$ cat src/rtl/bba_pkg.sv
`timescale 1ns / 1ps

package bba_pkg;

  // Map geometry.
  localparam int MAX_BLOCKS = 1024;
  localparam int MAP_BYTES  = MAX_BLOCKS / 8;
  localparam int MAP_AW     = $clog2(MAP_BYTES);
  localparam int BLK_W      = $clog2(MAX_BLOCKS);
  localparam int CNT_W      = BLK_W + 1;
  localparam int BYTE_CW    = CNT_W - 3;

  // Request opcodes.
  localparam logic OP_ALLOC = 1'b0;
  localparam logic OP_FREE  = 1'b1;

  // Response status codes.
  localparam logic [1:0] ST_GRANT = 2'd0;
  localparam logic [1:0] ST_FULL  = 2'd1;
  localparam logic [1:0] ST_FREED = 2'd2;

  typedef struct packed {
    logic             op;
    logic [BLK_W-1:0] block_index;
  } bba_req_t;

  typedef struct packed {
    logic [1:0]       status;
    logic [BLK_W-1:0] granted_block;
  } bba_rsp_t;

endpackage

$ cat src/rtl/bitmap_block_allocator.sv
`timescale 1ns / 1ps
// One request at a time. Free: the map byte is read at accept, its bit cleared in S_FREE
// if in the live map, and the response word registered in S_DONE. Allocate: S_SCAN reads
// the map bytes in turn, one byte a cycle, and S_PASS ends each pass that finds nothing.
// req_ready rises in the same cycle as rsp_valid; a response word still
// waiting on rsp_ready holds the next result back. Synchronous reset clears the map
// (through per-byte valid bits), the hint and the rescan flag, and sets block_count to 1024.

module bitmap_block_allocator
  import bba_pkg::*;
(
  input  logic             clk,
  input  logic             rst,
  input  logic             req_valid,
  output logic             req_ready,
  input  bba_req_t         req,
  output logic             rsp_valid,
  input  logic             rsp_ready,
  output bba_rsp_t         rsp,
  input  logic             cfg_valid,
  output logic             cfg_ready,
  input  logic [CNT_W-1:0] cfg_data
);

  localparam logic [2:0] S_IDLE = 3'd0;
  localparam logic [2:0] S_FREE = 3'd1;
  localparam logic [2:0] S_SCAN = 3'd2;
  localparam logic [2:0] S_PASS = 3'd3;
  localparam logic [2:0] S_DONE = 3'd4;

  localparam logic [7:0] FULL_BYTE = 8'hFF;

  logic [2:0]         state;
  logic [CNT_W-1:0]   block_count;
  logic [CNT_W-1:0]   hint;
  logic               rescan;
  logic               pass;
  logic [BYTE_CW-1:0] cur;
  logic [BYTE_CW-1:0] last;
  logic [BLK_W-1:0]   blk_idx;
  logic               free_ok;
  logic [1:0]         res_status;
  logic [BLK_W-1:0]   res_block;

  // Map memory: one read and one write port, registered read data. Each byte has a
  // valid bit that reset clears; a byte that was never written reads as all free.
  logic [7:0]          map_mem [MAP_BYTES];
  logic [MAP_BYTES-1:0] map_vld;
  logic [7:0]          rd_data;
  logic                rd_vld;
  logic [MAP_AW-1:0]   rd_addr;
  logic                mem_we;
  logic [MAP_AW-1:0]   mem_waddr;
  logic [7:0]          mem_wdata;

  logic [CNT_W-1:0]   cnt_clamp;
  logic [CNT_W-1:0]   cnt_live;
  logic [BYTE_CW-1:0] count_bytes;
  logic [BYTE_CW-1:0] start_byte;
  logic [CNT_W-1:0]   hint_up;
  logic [BYTE_CW-1:0] stop_raw;
  logic [BYTE_CW-1:0] stop_sel;
  logic [BYTE_CW-1:0] cur_inc;
  logic [7:0]         byte_now;
  logic [2:0]         zero_bit;
  logic               byte_full;
  logic               req_fire;

  assign req_ready = (state == S_IDLE);
  assign req_fire  = req_valid && req_ready;
  assign cfg_ready = 1'b1;

  // The live count is clamped to 8..MAX_BLOCKS and rounded down to whole bytes.
  always_comb begin
    if (block_count < CNT_W'(8)) begin
      cnt_clamp = CNT_W'(8);
    end else if (block_count > CNT_W'(MAX_BLOCKS)) begin
      cnt_clamp = CNT_W'(MAX_BLOCKS);
    end else begin
      cnt_clamp = block_count;
    end
  end

  assign cnt_live    = {cnt_clamp[CNT_W-1:3], 3'b000};
  assign count_bytes = cnt_clamp[CNT_W-1:3];
  assign start_byte  = hint[CNT_W-1:3];

  // The second pass ends at the byte that holds the hint, rounded up; an empty or
  // too large range falls back to the whole live map.
  assign hint_up  = hint + CNT_W'(7);
  assign stop_raw = hint_up[CNT_W-1:3];
  assign stop_sel = (stop_raw == '0 || stop_raw > count_bytes) ? count_bytes : stop_raw;

  assign cur_inc   = cur + BYTE_CW'(1);
  assign byte_now  = rd_vld ? rd_data : 8'h00;
  assign byte_full = (byte_now == FULL_BYTE);

  // Lowest clear bit of the byte under scan.
  always_comb begin
    zero_bit = 3'd0;
    for (int j = 7; j >= 0; j--) begin
      if (!byte_now[j]) begin
        zero_bit = 3'(j);
      end
    end
  end

  // Read address: the next byte the sequencer will look at.
  always_comb begin
    rd_addr = '0;
    case (state)
      S_IDLE: begin
        if (req.op == OP_FREE) begin
          rd_addr = req.block_index[BLK_W-1:3];
        end else begin
          rd_addr = start_byte[MAP_AW-1:0];
        end
      end
      S_SCAN: begin
        rd_addr = cur_inc[MAP_AW-1:0];
      end
      default: begin
        rd_addr = '0;
      end
    endcase
  end

  // Write port: clear a bit on free, set the granted bit on a hit.
  always_comb begin
    mem_we    = 1'b0;
    mem_waddr = '0;
    mem_wdata = byte_now;
    case (state)
      S_FREE: begin
        mem_we    = free_ok;
        mem_waddr = blk_idx[BLK_W-1:3];
        mem_wdata = byte_now & ~(8'h01 << blk_idx[2:0]);
      end
      S_SCAN: begin
        mem_we    = !byte_full;
        mem_waddr = cur[MAP_AW-1:0];
        mem_wdata = byte_now | (8'h01 << zero_bit);
      end
      default: begin
        mem_we = 1'b0;
      end
    endcase
  end

  always_ff @(posedge clk) begin
    if (mem_we) begin
      map_mem[mem_waddr] <= mem_wdata;
    end
    rd_data <= map_mem[rd_addr];
    rd_vld  <= map_vld[rd_addr];
  end

  always_ff @(posedge clk) begin
    if (rst) begin
      map_vld <= '0;
    end else if (mem_we) begin
      map_vld[mem_waddr] <= 1'b1;
    end
  end

  // Sequencer. The scan reads one map byte per cycle; the compare and priority
  // encode on that byte is the shared unit reused across both passes.
  always_ff @(posedge clk) begin
    if (rst) begin
      state       <= S_IDLE;
      rsp_valid   <= 1'b0;
      hint        <= '0;
      rescan      <= 1'b0;
      block_count <= CNT_W'(1024);
    end else begin
      if (cfg_valid && cfg_ready) begin
        block_count <= cfg_data;
      end
      // In S_DONE the response register is handled by that state alone.
      if (rsp_ready && state != S_DONE) begin
        rsp_valid <= 1'b0;
      end
      case (state)
        S_IDLE: begin
          if (req_fire) begin
            if (req.op == OP_FREE) begin
              blk_idx <= req.block_index;
              free_ok <= ({1'b0, req.block_index} < cnt_live);
              state   <= S_FREE;
            end else begin
              pass  <= 1'b0;
              cur   <= start_byte;
              last  <= count_bytes;
              state <= (start_byte < count_bytes) ? S_SCAN : S_PASS;
            end
          end
        end
        S_FREE: begin
          if (free_ok) begin
            rescan <= 1'b1;
          end
          res_status <= ST_FREED;
          res_block  <= '0;
          state      <= S_DONE;
        end
        S_SCAN: begin
          if (!byte_full) begin
            hint       <= {1'b0, cur[MAP_AW-1:0], zero_bit} + CNT_W'(1);
            res_status <= ST_GRANT;
            res_block  <= {cur[MAP_AW-1:0], zero_bit};
            state      <= S_DONE;
          end else if (cur_inc < last) begin
            cur <= cur_inc;
          end else begin
            state <= S_PASS;
          end
        end
        S_PASS: begin
          // A free since the last wrap earns one more pass from block 0.
          if (!pass && rescan) begin
            rescan <= 1'b0;
            pass   <= 1'b1;
            cur    <= '0;
            last   <= stop_sel;
            state  <= S_SCAN;
          end else begin
            res_status <= ST_FULL;
            res_block  <= '0;
            state      <= S_DONE;
          end
        end
        S_DONE: begin
          // Hold until the response register is free.
          if (!rsp_valid || rsp_ready) begin
            rsp_valid         <= 1'b1;
            rsp.status        <= res_status;
            rsp.granted_block <= res_block;
            state             <= S_IDLE;
          end
        end
        default: begin
          state <= S_IDLE;
        end
      endcase
    end
  end

endmodule

$ cat config.mk
export PLATFORM = sky130hd
export DESIGN_NAME = bitmap_block_allocator
export DESIGN_NICKNAME = d
export VERILOG_FILES = /design/src/rtl/bba_pkg.sv /design/src/rtl/bitmap_block_allocator.sv
export SDC_FILE = /design/constraint.sdc
export NUM_CORES = 2
export LEC_CHECK = 0
export BUFFER_PORTS_ARGS = -buffer_cell sky130_fd_sc_hd__buf_2
export CELL_PAD_IN_SITES_DETAIL_PLACEMENT = 1
export CELL_PAD_IN_SITES_GLOBAL_PLACEMENT = 2
export CORE_ASPECT_RATIO = 1.1
export CORE_MARGIN = 1
export CORE_UTILIZATION = 41
export DETAILED_ROUTE_END_ITERATION = 10
export PLACE_DENSITY = 0.88
export SYNTH_ARGS = -nofsm -noshare
export SYNTH_HDL_FRONTEND = slang
export SYNTH_SLANG_ARGS = --single-unit
$ cat constraint.sdc
create_clock -name clk -period 8.2 [get_ports clk]
set_input_delay 1.64 -clock clk [delete_from_list [all_inputs] [get_ports clk]]
set_output_delay 1.64 -clock clk [all_outputs]
set_load 0.03 [all_outputs]
# --- Word-level counts from Yosys, hierarchy flattened ---
# Memories as Yosys holds them, arrays and structs flattened. A register that Yosys moved wholly into a read port is not among the register bits.
# Cells that the tools add are included.
classes:
  n_addsub: 3
  order_cmp: 9
  eq_ne: 16
  shifts: 2
  mux: 57
  bitwise: 6
  n_reduce_logical: 23
op_table:
  columns: ["op", "n"]
  rows:
  - ["128-bit bitwise OR", 1]
  - ["8-bit 2-to-1 mux", 10]
  - ["3-bit 2-to-1 mux", 13]
  - ["8-bit case mux with 2 select lines", 2]
  - ["10-bit case mux with 3 select lines", 1]
  - ["7-bit case mux with 2 select lines", 2]
  - ["8-bit case mux with 3 select lines", 1]
  - ["11-bit 2-to-1 mux", 2]
  - ["10-bit 2-to-1 mux", 2]
  - ["7-bit by 8-bit < comparator with 1-bit output (second input constant)", 2]
  - ["8-bit < comparator", 2]
  - ["2-bit != test (second input constant)", 8]
  - ["1-bit by 3-bit left shift with 8-bit output (first input constant)", 2]
  - ["3-bit case mux with 5 select lines", 1]
  - ["1-bit 2-to-1 mux", 13]
  - ["10-bit by 1-bit adder with 11-bit output (second input constant)", 1]
  - ["11-bit by 3-bit adder with 11-bit output (second input constant)", 1]
  - ["11-bit > comparator (second input constant)", 1]
  - ["10-bit by 11-bit < comparator with 1-bit output", 1]
  - ["11-bit by 4-bit < comparator with 1-bit output (second input constant)", 1]
  - ["3-bit AND reduction", 3]
  - ["8-bit by 1-bit adder with 8-bit output (second input constant)", 1]
  - ["8-bit AND", 1]
  - ["8-bit == test (second input constant)", 1]
  - ["27 further kinds", 43]
totals:
  regBits: 208
  mem_bits_rw: 1024
  input_bits: 27
  wordCells: 133
  mem_count: 1
memory_table:
  columns: ["name", "depth", "word_bits", "read_ports", "rd_ports_with_merged_regs", "wr", "line_no", "rtl"]
  rows:
  - ["map_mem", 128, 8, 1, 1, 1, "bitmap_block_allocator.sv:47", "logic [7:0] map_mem [MAP_BYTES];"]

# --- Logic depth before layout (Yosys ltp) ---
depth:
  word_depth: 12
  ltp_mapped: 15
  ltp_nobuf: 13

# --- Worst setup path before layout ---
# No wires, ideal clock.
synth_timing:
  path_kind: "register to register"
  startpoint: "register state[2]"
  endpoint: "memory map_mem[0][4] (data pin)"
  t_arrival_ns: 6.438
  required_time_ns: 7.003
  path_slack_ns: 0.565
  stages_incl_launch_ff: 8
  n_path_buf: 4
  synth_period_minus_slack_ns: 7.635
  cell_sequence: "dfxtp_1 -> buf_2 -> nor3b_1 -> buf_4 -> buf_2 -> buf_1 -> nand2_1 -> o21ai_0"
synth_via:
  elab_chain_cells: 2
  elab_cells_between_ends: 3
synth_lines:
  columns: ["element", "line_no", "rtl"]
  rows:
  - ["start: declaration", "bitmap_block_allocator.sv:33", "logic [2:0] state;"]
  - ["start signal: assignment", "bitmap_block_allocator.sv:194", "state <= (start_byte < count_bytes) ? S_SCAN : S_PASS;"]
  - ["3-bit by 2-bit == test with 1-bit output or 3-bit by 1-bit == test with 1-bit output (tied branches)", "bitmap_block_allocator.sv:133", "case (state)"]
  - ["8-bit case mux with 2 select lines (*)", "bitmap_block_allocator.sv:133", null]
  - ["named net mem_wdata[4]", "bitmap_block_allocator.sv:54", "logic [7:0] mem_wdata;"]
  - ["end: declaration", "bitmap_block_allocator.sv:47", null]
# The timed path passes the listed nets; every way through them passes the cells marked *.

# --- Worst setup path after layout ---
layout_timing:
  startpoint: "input port req[10] (netlist bit)"
  endpoint: "register rd_data[7] (read register of map_mem)"
layout_via:
  elab_chain_cells: 2
layout_lines:
  columns: ["element", "line_no", "rtl"]
  rows:
  - ["start: declaration", "bitmap_block_allocator.sv:16", "input bba_req_t req,"]
  - ["7-bit 2-to-1 mux", "bitmap_block_allocator.sv:113", "if (req.op == OP_FREE) begin"]
  - ["7-bit case mux with 2 select lines", "bitmap_block_allocator.sv:111", "case (state)"]
  - ["end: declaration", "bitmap_block_allocator.sv:49", "logic [7:0] rd_data;"]
# No other way between the ends.
# A chain may end at the register's enable or synchronous reset.

==> summary.txt <==
Run status
  • Status: completed

Job
  • Max_cap viols: 0

Logic synthesis
  • Post-Syn Area: 0.0505 sq mm
  • Synth top area share: 63.9%
  • Synth Flop Type: edfxtp_1
  • EDFF count, synth: 1076
  • Most instantiated cells after synthesis: edfxtp_1 (1076), nand2_1 (961), nand3_1 (417)
  • Top cells by area, synth: edfxtp_1 (64%), nand2_1 (7.1%), dfxtp_1 (6.5%)
  • Synthesis Warnings: 0
  • Yosys top cell by area: edfxtp_1
  • Seq/Total Area, Yosys: 70.4%
  • Mapped Cells: 3952
  • Async set-or-reset flop fraction in the synthesized netlist: 0%
  • Cell variety after synth: 79
  • Most frequent cell after synthesis: edfxtp_1
  • Post-synthesis net count: 4014
  • Mean Syn Cell Area: ~13 sq um
  • Seq cells post-synth: about 1200

Detailed routing
  • Post-route ant nets: 0
  • Post-Route WL: 151000 um
  • Vias per cell: between 5 and 6
  • Drt pass-1 iters: 5
  • DR WL/cell: 26.6 um
  • 1st-iter DRT viols: 3064
  • Via count: 33300
  • DRC viols: 0

Place
  • Placed cells: 5444
  • DPL Wire Length: 91100 um
  • I/O Buffers: 40
  • Routability-driven placement congestion ratio: about 0.86

Layout
  • Area Overhead vs Synth: 11.3%
  • Final nets: 3995
  • Layout cells sized above 1: 8.94%
  • ANT cells: 0
  • Final Non-Filler Cells: 5672
  • Fill count: around 12000
  • Utilization after layout: 46.2%

Power
  • Fraction of power spent switching nets: 31.4%
  • Gate power share: 21.1%
  • Clk pwr share: 32.6%
  • Pwr Density: ~300 mW/mm^2
  • VDD IR max: 0.234 mV
  • NetSw: 0.00534 W
  • Internal power: 0.0116 W
  • Flop pwr share: 46.4%
  • Lkg Pwr: 19.0 nW
  • Final Power: 0.0170 W

STA
  • Max-Slew Margin vs Limit: 11.2%
  • Slew Viols, Final: 0
  • Final period util: 68.5%
  • RSZ-0062 raised after global routing: no
  • Highest clock rate: between 150 and 200 MHz
  • Final worst path period need: 5620 ps
  • Max Clock Skew: 34.1 ps
  • Final Hold Fails: 0
  • Setup-failing EPs final: 0
  • Worst-margin pin slew: roughly 1300 ps
  • TNS Setup: 0 ps

Floorplanning
  • Starting Density: 41.5%
  • Core ar.: between 0.1 and 0.15 sq mm
  • # IOs: 42
  • Site row count: 134
  • Die width: 337 um
  • Die Ht: 370 um
  • Die ar.: 0.125 sq mm

GRT
  • GR Util met3: 3.51%
  • Tot GR Track Use: 24.1%
  • First-pass GRT wire length: between 200000 and 250000 um
  • Largest net degree at the start of global routing: 166
  • Congestion Overflow GR: 0
  • Initial antenna violation count: 2
  • Vias in the first global route: 34300
  • Met2 GRT Util: 40.6%
  • Gr busiest metal: met2
  • Met1 Usage GRT: 31.2%

Clock network
  • Root Driver: clkbuf_16
  • CTS tree: yes
  • Cts repair resizes: 0
  • CTS buffer count: 119
  • CTS sink count: between 1000 and 1500
  • H-tree lvl count: 3
  • Worst-Skew Late Latency: 740 ps
  • Max clock buf depth: 3
  • CTS Hold Bufs: 0
  • Post-CTS setup buffer count: 0
  • Clk pin slew, worst setup/hold paths: 60 ps

Worst setup path
  • Critical Path Start Type: input port
  • Crit path max fanout: ~170
  • Req. time, crit path: ~8800 ps
  • Setup CP Type: in -> reg
  • Crit end category: register
  • Worst Path Arrival: 6210 ps

Min path
  • Worst hold path class: reg -> reg
## critical path, cell delays in order
cell,delay (ps)
buf_2,260
mux2i_1,670
o22a_4,940
buf_12,630
a21oi_4,10
buf_4,330
a32oi_1,240
a31oi_1,110
o31ai_1,560
nand2_1,240
nor4bb_1,470
## metrics by stage
step                cell area [sq um]  setup WS [ps]  hold WS [ps]
global route                    56300           2480           435
global placement                52300           1650           406
CTS                             56300           2640           423
detailed placement              52300           1990           406
finish                          56300           2580           424
floorplan                       50500            565           400
## power by group through the flow
stage / sequential (W) / clock, W / combinational [W]
6_report: 0.00787 / 0.00553 / 0.00357
5_1_grt: 0.00787 / 0.00579 / 0.00377
3_3_place_gp: 0.00799 / 0 / 0.00341
2_1_floorplan: 0.00821 / 0 / 0.00201
4_1_cts: 0.00786 / 0.00558 / 0.00354
3_5_place_dp: 0.00800 / 0 / 0.00353
## cell type report
class / instances / area, sq um / share of cell area, %
multi-input combinational: 2435 / 13800 / 24.6
inverter: 34 / 133 / 0.236
clock inverter: 76 / 646 / 1.15
clock buffer: 152 / 3290 / 5.84
tap: 1632 / 2040 / 3.63
sequential: 1240 / 35600 / 63.3
timing repair buffer: 103 / 746 / 1.33
## cell families after synthesis
| group | share of synthesized area (%) |
|---|---|
| adders and majority gates | 0.867 |
| muxes | 3.43 |
| xor gates and xnor gates | 0.344 |
| AOI/OAI and AO/OA | 7.51 |
| and+or+nand+nor | 14.7 |
| other | 0.00742 |
| DFF | 70.4 |
| buffers and inverters | 2.70 |
## sequential cells by signal (all words and copies together), names as in the netlist, 10 cells and up
signal       count
blk_idx         10
hint            11
res_block       10
map_mem       1024
map_vld        128
rsp             12
block_count     11
## final timing paths
check                             startpoint                 end  slack [ps]  depth (start not counted)
setup / recovery                     req[10]  rd_data[7]$_DFF_P_        2580                         11
hold reg to reg   res_block[4]$_SDFFCE_PN0P_    rsp[4]$_DFFE_PP_         420                          0
setup reg to reg            cur[0]$_DFFE_PP_  rd_data[7]$_DFF_P_        2770                         11
hold / removal    res_block[4]$_SDFFCE_PN0P_    rsp[4]$_DFFE_PP_         420                          0
## routing by layer
metal / vias to the layer above / wire length [um] / part of all wire, %
met5: - / 14 / 0.0093
met4: 2 / 5780 / 3.8
li1: 14500 / - / -
met3: 295 / 10200 / 6.7
met2: 1251 / 74000 / 49
met1: 17200 / 61000 / 40
## cells in the final DEF, fill, tap and decap left out, drive strengths merged, types with 17 or more instances in the layout
master	n
clkbuf	152
dfxtp	164
o21a	146
buf	103
nand4	57
a31oi	47
a32o	30
clkinv	59
nand2	961
a21oi	49
nor2	187
mux2i	146
a32oi	51
nand3	419
ha	35
a211oi	17
edfxtp	1076
and3	21
nor3	20
o21ai	39
inv	39
(Power assumes the default switching activity.)
